`src/hdl/ostt_pkg.sv`:
```
package ostt_pkg;

   localparam int SLOTS      = 8;
   localparam int QUANTUM_MS = 10;
   localparam int RES_MAX    = 8;

   localparam int SLOT_W   = (SLOTS > 1) ? $clog2(SLOTS) : 1;
   localparam int TIME_W   = 32;
   localparam int KEY_W    = 16;
   localparam int CMD_W    = 3;
   localparam int SEL_W    = 3;
   localparam int STATUS_W = 3;
   localparam int ID_W     = 3;
   localparam int CNT_W    = $clog2(RES_MAX + 1);

   // The quotient by the quantum is the top bits of the timeout times a rounded-up
   // reciprocal, which is exact for every 32-bit timeout.
   localparam int PROD_W  = 2 * TIME_W + 1;
   localparam int Q_SHIFT = $clog2(QUANTUM_MS);
   localparam logic [PROD_W-1:0] RECIP_FULL =
      ((PROD_W'(1) << (TIME_W + Q_SHIFT)) + PROD_W'(QUANTUM_MS - 1)) / PROD_W'(QUANTUM_MS);
   localparam logic [TIME_W:0] Q_RECIP = RECIP_FULL[TIME_W:0];

   localparam logic [CMD_W-1:0] CMD_CLEAR   = 3'd0;
   localparam logic [CMD_W-1:0] CMD_CREATE  = 3'd1;
   localparam logic [CMD_W-1:0] CMD_STOP    = 3'd2;
   localparam logic [CMD_W-1:0] CMD_DISABLE = 3'd3;
   localparam logic [CMD_W-1:0] CMD_ENABLE  = 3'd4;
   localparam logic [CMD_W-1:0] CMD_TICK    = 3'd5;

   localparam logic [STATUS_W-1:0] ST_CREATED = 3'd0;
   localparam logic [STATUS_W-1:0] ST_FULL    = 3'd1;
   localparam logic [STATUS_W-1:0] ST_DUP     = 3'd2;
   localparam logic [STATUS_W-1:0] ST_SHORT   = 3'd3;
   localparam logic [STATUS_W-1:0] ST_ACK     = 3'd4;
   localparam logic [STATUS_W-1:0] ST_EXPIRED = 3'd5;
   localparam logic [STATUS_W-1:0] ST_NONE    = 3'd6;

   typedef struct packed {
      logic [CMD_W-1:0]  cmd;
      logic [TIME_W-1:0] timeout_ms;
      logic [KEY_W-1:0]  owner_key;
      logic [SEL_W-1:0]  slot_sel;
   } req_type;

   typedef struct packed {
      logic [STATUS_W-1:0] status;
      logic [ID_W-1:0]     slot_id;
      logic [KEY_W-1:0]    expired_key;
      logic                last;
   } rsp_type;

   typedef struct packed {
      logic              load;
      logic              apply;
      logic              mod_step;
      logic              scan_step;
      logic              tick_step;
      logic [SLOT_W-1:0] idx;
      logic              push_final;
   } dp_cmd_type;

   typedef struct packed {
      logic [CMD_W-1:0] cmd;
      logic             too_short;
      logic             tick_emit;
      logic             pend_valid;
      logic             out_free;
   } dp_stat_type;

endpackage

```
`src/hdl/ostt_dp.sv`:
```
module ostt_dp (
   input  logic                 clock,
   input  logic                 reset,
   input  ostt_pkg::req_type    req,
   input  ostt_pkg::dp_cmd_type ctl,
   output ostt_pkg::dp_stat_type stat,
   input  logic                 rsp_stall,
   output logic                 rsp_valid,
   output ostt_pkg::rsp_type    rsp
);
   import ostt_pkg::*;

   localparam logic [TIME_W-1:0]  QUANT_T = TIME_W'(QUANTUM_MS);

   req_type             req_ff, req_in;
   logic [SLOTS-1:0]    live_ff, live_in;
   logic [SLOTS-1:0]    en_ff, en_in;
   logic [TIME_W-1:0]   rem_ff [SLOTS];
   logic [TIME_W-1:0]   rem_in [SLOTS];
   logic [KEY_W-1:0]    key_ff [SLOTS];
   logic [KEY_W-1:0]    key_in [SLOTS];
   logic [TIME_W-1:0]   quot_ff, quot_in;
   logic                dup_ff, dup_in;
   logic                free_ff, free_in;
   logic [SLOT_W-1:0]   free_idx_ff, free_idx_in;
   logic                pend_valid_ff, pend_valid_in;
   rsp_type             pend_ff, pend_in;
   logic [CNT_W-1:0]    cnt_ff, cnt_in;
   logic                rsp_valid_ff, rsp_valid_in;
   rsp_type             rsp_ff, rsp_in;

   logic [TIME_W-1:0]   rem_rd;
   logic [KEY_W-1:0]    key_rd;
   logic                live_rd;
   logic                en_rd;
   logic                tick_emit;
   logic [PROD_W-1:0]   prod;
   logic [TIME_W-1:0]   rounded;
   logic                sel_ok;
   logic [SLOT_W-1:0]   sel_idx;
   logic                too_short;
   rsp_type             final_rsp;

   always_comb begin
      rem_rd    = rem_ff[ctl.idx];
      key_rd    = key_ff[ctl.idx];
      live_rd   = live_ff[ctl.idx];
      en_rd     = en_ff[ctl.idx];
      tick_emit = live_rd && (rem_rd == '0) && en_rd && (cnt_ff < CNT_W'(RES_MAX));
      prod      = PROD_W'(req_ff.timeout_ms) * PROD_W'(Q_RECIP);
      rounded   = quot_ff * QUANT_T;
      sel_ok    = 32'(req_ff.slot_sel) < SLOTS;
      sel_idx   = SLOT_W'(req_ff.slot_sel);
      too_short = req_ff.timeout_ms < QUANT_T;
   end

   always_comb begin
      final_rsp      = '0;
      final_rsp.last = 1'b1;
      unique case (req_ff.cmd)
         CMD_CREATE: begin
            if (too_short) begin
               final_rsp.status = ST_SHORT;
            end else if (dup_ff) begin
               final_rsp.status = ST_DUP;
            end else if (free_ff) begin
               final_rsp.status  = ST_CREATED;
               final_rsp.slot_id = ID_W'(free_idx_ff);
            end else begin
               final_rsp.status = ST_FULL;
            end
         end
         CMD_TICK: begin
            if (pend_valid_ff) begin
               final_rsp      = pend_ff;
               final_rsp.last = 1'b1;
            end else begin
               final_rsp.status = ST_NONE;
            end
         end
         default: begin
            final_rsp.status = ST_ACK;
         end
      endcase
   end

   always_comb begin
      req_in        = req_ff;
      live_in       = live_ff;
      en_in         = en_ff;
      rem_in        = rem_ff;
      key_in        = key_ff;
      quot_in       = quot_ff;
      dup_in        = dup_ff;
      free_in       = free_ff;
      free_idx_in   = free_idx_ff;
      pend_valid_in = pend_valid_ff;
      pend_in       = pend_ff;
      cnt_in        = cnt_ff;
      rsp_valid_in  = rsp_valid_ff && rsp_stall;
      rsp_in        = rsp_ff;

      if (ctl.load) begin
         req_in        = req;
         dup_in        = 1'b0;
         free_in       = 1'b0;
         pend_valid_in = 1'b0;
         cnt_in        = '0;
      end

      if (ctl.apply) begin
         unique case (req_ff.cmd)
            CMD_CLEAR: begin
               live_in = '0;
               en_in   = '0;
            end
            CMD_STOP: begin
               if (sel_ok) begin
                  live_in[sel_idx] = 1'b0;
               end
            end
            CMD_DISABLE: begin
               if (sel_ok) begin
                  en_in[sel_idx] = 1'b0;
               end
            end
            CMD_ENABLE: begin
               if (sel_ok) begin
                  en_in[sel_idx] = 1'b1;
               end
            end
            default: begin
            end
         endcase
      end

      if (ctl.mod_step) begin
         quot_in = TIME_W'(prod >> (TIME_W + Q_SHIFT));
      end

      if (ctl.scan_step) begin
         if ((req_ff.owner_key != '0) && live_rd && (key_rd == req_ff.owner_key)) begin
            dup_in = 1'b1;
         end
         if (!live_rd && !free_ff) begin
            free_in     = 1'b1;
            free_idx_in = ctl.idx;
         end
      end

      if (ctl.tick_step && live_rd) begin
         if (rem_rd != '0) begin
            if (rem_rd < QUANT_T) begin
               rem_in[ctl.idx] = '0;
            end else begin
               rem_in[ctl.idx] = rem_rd - QUANT_T;
            end
         end else if (tick_emit) begin
            live_in[ctl.idx] = 1'b0;
            if (pend_valid_ff) begin
               rsp_in       = pend_ff;
               rsp_valid_in = 1'b1;
            end
            pend_valid_in       = 1'b1;
            pend_in.status      = ST_EXPIRED;
            pend_in.slot_id     = ID_W'(ctl.idx);
            pend_in.expired_key = key_rd;
            pend_in.last        = 1'b0;
            cnt_in              = cnt_ff + 1'b1;
         end
      end

      if (ctl.push_final) begin
         rsp_in       = final_rsp;
         rsp_valid_in = 1'b1;
         if ((req_ff.cmd == CMD_CREATE) && (final_rsp.status == ST_CREATED)) begin
            rem_in[free_idx_ff]  = rounded;
            key_in[free_idx_ff]  = req_ff.owner_key;
            live_in[free_idx_ff] = 1'b1;
            en_in[free_idx_ff]   = 1'b1;
         end
      end
   end

   always_ff @(posedge clock) begin
      if (reset) begin
         live_ff       <= '0;
         en_ff         <= '0;
         pend_valid_ff <= 1'b0;
         cnt_ff        <= '0;
         rsp_valid_ff  <= 1'b0;
      end else begin
         live_ff       <= live_in;
         en_ff         <= en_in;
         pend_valid_ff <= pend_valid_in;
         cnt_ff        <= cnt_in;
         rsp_valid_ff  <= rsp_valid_in;
      end
   end

   always_ff @(posedge clock) begin
      req_ff      <= req_in;
      rem_ff      <= rem_in;
      key_ff      <= key_in;
      quot_ff     <= quot_in;
      dup_ff      <= dup_in;
      free_ff     <= free_in;
      free_idx_ff <= free_idx_in;
      pend_ff     <= pend_in;
      rsp_ff      <= rsp_in;
   end

   assign stat.cmd        = req_ff.cmd;
   assign stat.too_short  = too_short;
   assign stat.tick_emit  = tick_emit;
   assign stat.pend_valid = pend_valid_ff;
   assign stat.out_free   = !rsp_valid_ff || !rsp_stall;

   assign rsp_valid = rsp_valid_ff;
   assign rsp       = rsp_ff;

endmodule

```
`src/hdl/ostt_ctrl.sv`:
```
module ostt_ctrl (
   input  logic                  clock,
   input  logic                  reset,
   input  logic                  req_valid,
   output logic                  req_stall,
   input  ostt_pkg::dp_stat_type stat,
   output ostt_pkg::dp_cmd_type  ctl
);
   import ostt_pkg::*;

   localparam logic [2:0] S_IDLE   = 3'd0;
   localparam logic [2:0] S_DECODE = 3'd1;
   localparam logic [2:0] S_MOD    = 3'd2;
   localparam logic [2:0] S_SCAN   = 3'd3;
   localparam logic [2:0] S_TICK   = 3'd4;
   localparam logic [2:0] S_FINAL  = 3'd5;

   localparam logic [SLOT_W-1:0] LAST_IDX = SLOT_W'(SLOTS - 1);

   logic [2:0]        state_ff, state_in;
   logic [SLOT_W-1:0] idx_ff, idx_in;

   always_comb begin
      state_in    = state_ff;
      idx_in      = idx_ff;
      ctl         = '0;
      ctl.idx     = idx_ff;
      req_stall   = (state_ff != S_IDLE);

      unique case (state_ff)
         S_IDLE: begin
            if (req_valid) begin
               ctl.load = 1'b1;
               state_in = S_DECODE;
            end
         end
         S_DECODE: begin
            unique case (stat.cmd)
               CMD_CREATE: begin
                  if (stat.too_short) begin
                     state_in = S_FINAL;
                  end else begin
                     state_in = S_MOD;
                  end
               end
               CMD_TICK: begin
                  idx_in   = '0;
                  state_in = S_TICK;
               end
               default: begin
                  ctl.apply = 1'b1;
                  state_in  = S_FINAL;
               end
            endcase
         end
         S_MOD: begin
            ctl.mod_step = 1'b1;
            idx_in       = '0;
            state_in     = S_SCAN;
         end
         S_SCAN: begin
            ctl.scan_step = 1'b1;
            if (idx_ff == LAST_IDX) begin
               state_in = S_FINAL;
            end else begin
               idx_in = idx_ff + 1'b1;
            end
         end
         S_TICK: begin
            if (!(stat.tick_emit && stat.pend_valid && !stat.out_free)) begin
               ctl.tick_step = 1'b1;
               if (idx_ff == LAST_IDX) begin
                  state_in = S_FINAL;
               end else begin
                  idx_in = idx_ff + 1'b1;
               end
            end
         end
         S_FINAL: begin
            if (stat.out_free) begin
               ctl.push_final = 1'b1;
               state_in       = S_IDLE;
            end
         end
         default: begin
            state_in = S_IDLE;
         end
      endcase
   end

   always_ff @(posedge clock) begin
      if (reset) begin
         state_ff <= S_IDLE;
         idx_ff   <= '0;
      end else begin
         state_ff <= state_in;
         idx_ff   <= idx_in;
      end
   end

endmodule

```
`src/hdl/one_shot_timer_table_top.sv`:
```
// Channel   Direction  Handshake             Payload
// req       in         req_valid/req_stall   ostt_pkg::req_type
// rsp       out        rsp_valid/rsp_stall   ostt_pkg::rsp_type
//
// Clear, stop, disable, enable, unknown commands and a too-short create go from decode to the final result.
// A create first forms the quotient by the quantum with a reciprocal multiply,
// then the table is scanned one slot per cycle.
// A tick scans the table one slot per cycle, except while an expiry waits for the output.
// Every item also waits in its final state while the result before it is stalled on rsp.
// Reset is synchronous and frees and disables every slot; there is no clearing pass.
module one_shot_timer_table_top (
   input  logic              clock,
   input  logic              reset,
   input  logic              req_valid,
   output logic              req_stall,
   input  ostt_pkg::req_type req,
   output logic              rsp_valid,
   input  logic              rsp_stall,
   output ostt_pkg::rsp_type rsp
);
   import ostt_pkg::*;

   dp_cmd_type  ctl;
   dp_stat_type stat;

   ostt_ctrl u_ctrl (
      .clock     (clock),
      .reset     (reset),
      .req_valid (req_valid),
      .req_stall (req_stall),
      .stat      (stat),
      .ctl       (ctl)
   );

   ostt_dp u_dp (
      .clock     (clock),
      .reset     (reset),
      .req       (req),
      .ctl       (ctl),
      .stat      (stat),
      .rsp_stall (rsp_stall),
      .rsp_valid (rsp_valid),
      .rsp       (rsp)
   );

endmodule

```
`config.mk`:
```
export PLATFORM = sky130hd
export DESIGN_NAME = one_shot_timer_table_top
export DESIGN_NICKNAME = d
export VERILOG_FILES = /design/src/hdl/ostt_pkg.sv /design/src/hdl/ostt_dp.sv /design/src/hdl/ostt_ctrl.sv /design/src/hdl/one_shot_timer_table_top.sv
export SDC_FILE = /design/constraint.sdc
export NUM_CORES = 2
export LEC_CHECK = 0
export ABC_AREA = 1
export BUFFER_PORTS_ARGS = -buffer_cell sky130_fd_sc_hd__buf_2
export CAP_MARGIN = 15
export CORE_MARGIN = 1.5
export CORE_UTILIZATION = 50
export CTS_BUF_LIST = sky130_fd_sc_hd__clkbuf_16
export DETAILED_ROUTE_END_ITERATION = 10
export PLACE_DENSITY = 0.68
export SLEW_MARGIN = 20
export SYNTH_ARGS = -nofsm -noshare
export SYNTH_HDL_FRONTEND = slang
export SYNTH_SLANG_ARGS = --single-unit
```
`constraint.sdc`:
```
create_clock -name clock -period 6.1 [get_ports clock]
set_input_delay 1.22 -clock clock [delete_from_list [all_inputs] [get_ports clock]]
set_output_delay 1.22 -clock clock [all_outputs]
set_load 0.005 [all_outputs]
```
==> impl_results.md <==
* Clock sinks at ~540
* Failing checks: setup timing
* Num ports at between 80 and 90
* Util after Layout at 0.604
* CP Class: reg2reg
* Total global-route track usage at 0.326
* Post-route ant nets at 0
* CTS tree: done
* Worst slew pin tran at ~1.2 ns
* Final setup violation count at 29
* Layout cells sized above 1 at 0.161
* Reg-to-reg slack, setup at -0.42 ns
* Routed WL at about 160 mm
* Maxcap violations at 0
* CP max stage cell: fa_2
* DIE HEIGHT at between 300 and 400 um
* Die span in x at 308 um
* RSZ-0062 raised after global routing: yes
* FFs w/ async S/R, synth at 0
* Critical Path Sink Type: flip-flop
* Number of global-route vias before repair at roughly 41,000
* DP Wirelength at ~110 mm
* Sequential cell area fraction in the yosys report at 0.288
* Period Utilization, post-route at 1.07
* Clock transition at path regs at ~0.070 ns
* Worst slew margin at 0.201
* Initial antenna violation count at 0
* Clk_lat worst skew at between 0.6 and 0.7 ns
* CP startpoint kind: flip-flop
* Syn_nets at 6,960
* Synth area leaders: fa_1 17%, edfxtp_1 16%, nand2_1 14%
* Core area at slightly above 90,000 um2
* Min-Delay Path Depth at 2
* Type of the worst min-delay path: reg2reg
* Worst-path cell chain: buf_6 > ha_4 > inv_2 > fa_1 > inv_1 > fa_1 > inv_2 > fa_1 > inv_2 > fa_2 > fa_2 > fa_1 > fa_1 > ha_4 > a21o_1 > a31oi_2 > o21ai_2 > a21oi_2 > nand3_4 > a21oi_4 > o21ai_4 > buf_4 > xor2_1
* Crit-path max FO at 3
* Hold Slack at a little under 0.5 ns
* RR Startpoint: u_dp.req_ff[36]
* WP data arrival at a little under 7 ns
* Top_reg_cell synth: dfxtp_1
* Yosys warning count at 0
* Iteration-0 DRC Markers at 3,551
* Number of port buffers at 82
* Hold worst-path end: u_dp.dup_ff
* # DRC at 0
* Vias/cell at around 5.3
* Post-synth EDFFs at 256
* Number of buffers created by CTS at 59
* Hold path start: u_dp.dup_ff
* Fill count at roughly 8,400
* Die Area at between 90,000 and 100,000 um2
* Max Buffers Root-to-Sink at 3
* GRT overflow at 0
* Post-DR wirelength/cell at approximately 20 um
* Clock skew at 0.0590 ns
* Yosys cell types at 52
* Yosys top cell by area: fa_1
* Final WS setup at -0.422 ns
* # diodes at 0
* Post-synth top area share at 0.167
* Largest net degree at the start of global routing at approximately 150
* NumNets Final at between 7,000 and 8,000
* Drt pass-1 iters at 8
* Achievable frequency at approximately 150 MHz
* Design area at 55,600 um2
* Final hold vios at 0
* Post-DP Area at just over 50,000 um2
* Mapped Area at around 47,000 um2
* Status: finished with violations
* Routability Congestion at 0.994
* Cell mode on critical path: fa_1
* Tmin final at around 6.5 ns
* Required time worst endpoint at between 6 and 7 ns
* Root Driver: clkbuf_16
* Initial core utilization at 0.507
* Post-Synthesis Cells at ~6,100
* FP Rows at 111
* H-tree levels at 2
* First-pass GRT wire length at between 200 and 250 mm
* Critical R2R Capture: u_dp.quot_ff[18]
* FF+latch count, synth at about 540
* Final Slew Violations at 0
* Reg2reg path depth at 23
* Vias at 41,900
* Layout area overhead at 19.2%
* Avg Cell Area, Syn at 7.66 um2
* CTS Hold Buffers Added at 0
* Delay of the slowest cell on the worst path at ~0.56 ns
## cell families (layout without fill, tap and decap cells)
family	after synthesis	count (layout)	synth area share
AO/OA/AOI/OAI	496	496	0.0623
buffers and inverters	1076	1602	0.0893
XOR/XNOR	111	111	0.0208
AND/OR/NAND/NOR	3051	3051	0.259
adder cells (fa/ha/maj)	813	813	0.281
flip-flops	542	542	0.288
## per-layer routing
metal,vias to the layer above,GRT usage,routed length [um]
li1,20000,-,-
met5,-,0,0
met4,0,0.128,6770
met2,1652,0.564,75000
met3,358,0.0405,10600
met1,19900,0.413,63500
## flip-flops by register name, summed over array words and instances, names as in the netlist
register,cells
u_dp.key_ff,128
u_ctrl.state_ff,3
u_dp.rsp,23
u_dp.sel_idx,3
u_dp.free_ff,1
u_dp.rsp_valid,1
u_dp.en_ff,8
u_dp.dup_ff,1
u_dp.pend_ff,19
u_dp.rem_ff,256
u_ctrl.idx_ff,3
u_dp.quot_ff,29
u_dp.stat,3
u_dp.req_ff,48
u_dp.cnt_ff,4
u_dp.free_idx_ff,3
u_dp.pend_valid_ff,1
u_dp.live_ff,8
## how the worst max path moves through the flow
| stage | endpoint | start | cells after the start |
|---|---|---|---|
| 2_1_floorplan | u_dp.quot_ff[26] | u_dp.req_ff[36] | 24 |
| 3_3_place_gp | u_dp.quot_ff[26] | u_dp.req_ff[35] | 28 |
| 3_5_place_dp | u_dp.quot_ff[10] | u_dp.req_ff[42] | 20 |
| 4_1_cts | u_dp.quot_ff[26] | u_dp.req_ff[32] | 25 |
| 5_1_grt | u_dp.quot_ff[21] | u_dp.req_ff[40] | 26 |
| 6_report | u_dp.quot_ff[18] | u_dp.req_ff[36] | 23 |
## cell usage after synthesis, drive strengths merged, types with 89 or more instances
| cell type | instances |
|---|---|
| fa | 388 |
| edfxtp | 256 |
| inv | 888 |
| nand3 | 142 |
| o21ai | 175 |
| ha | 425 |
| dfxtp | 286 |
| nor2 | 1012 |
| a21oi | 152 |
| buf | 89 |
| nand2 | 1739 |
| clkbuf | 95 |
| nand4 | 104 |
## metrics by stage
step / setup TNS [ns] / setup slack, ns / cells
final: -7.64 / -0.422 / 7858
after floorplan: -0.0184 / -0.0125 / 6089
after CTS: -4.39 / -0.271 / 7832
after global routing: -12.91 / -0.608 / 7858
after detailed placement: -9.98 / -0.477 / 7687
after global placement: -8.33 / -0.406 / 7687
## critical path: cells and delay by family (launching register included)
| family | cells | cell delay (ns) |
|---|---|---|
| xor+xnor | 1 | 0.14 |
| compound gates | 6 | 1.01 |
| buf+inv | 6 | 0.51 |
| flops | 1 | 0.44 |
| simple gates | 1 | 0.12 |
| fa+ha+maj | 9 | 4.04 |
## layout make-up
type	instances	area, um2	share of cell area
Multi-Input combinational cell	4471	30900	0.556
Sequential cell	542	13400	0.241
Timing Repair Buffer	600	4430	0.0797
Inverter	892	3360	0.0605
Tap cell	1243	1560	0.0280
Clock buffer	59	1480	0.0265
Clock inverter	51	422	0.00758
## layout by cell type (no fill, tap or decap), types with 36 or more instances in the layout
cell type,count
a21oi_1,110
a21oi_2,36
buf_2,82
buf_4,492
clkbuf_16,59
dfxtp_1,283
edfxtp_1,256
fa_1,373
ha_1,353
ha_4,55
inv_1,833
inv_2,58
nand2_1,1709
nand3_1,115
nand4_1,103
nor2_1,965
o21ai_0,123
o21ai_1,36
xor2_1,66
## what timing repair did
action	4_1_cts	5_1_grt
cloned	0	0
pin swaps	55	101
resized for setup	198	186
setup endpoints to repair	29	29
hold endpoints to repair	0	0
setup buffers	35	28
Power is left out: the tool's default activity adds up to more than one toggle a clock period on the data nets, which glitch-free logic cannot reach.
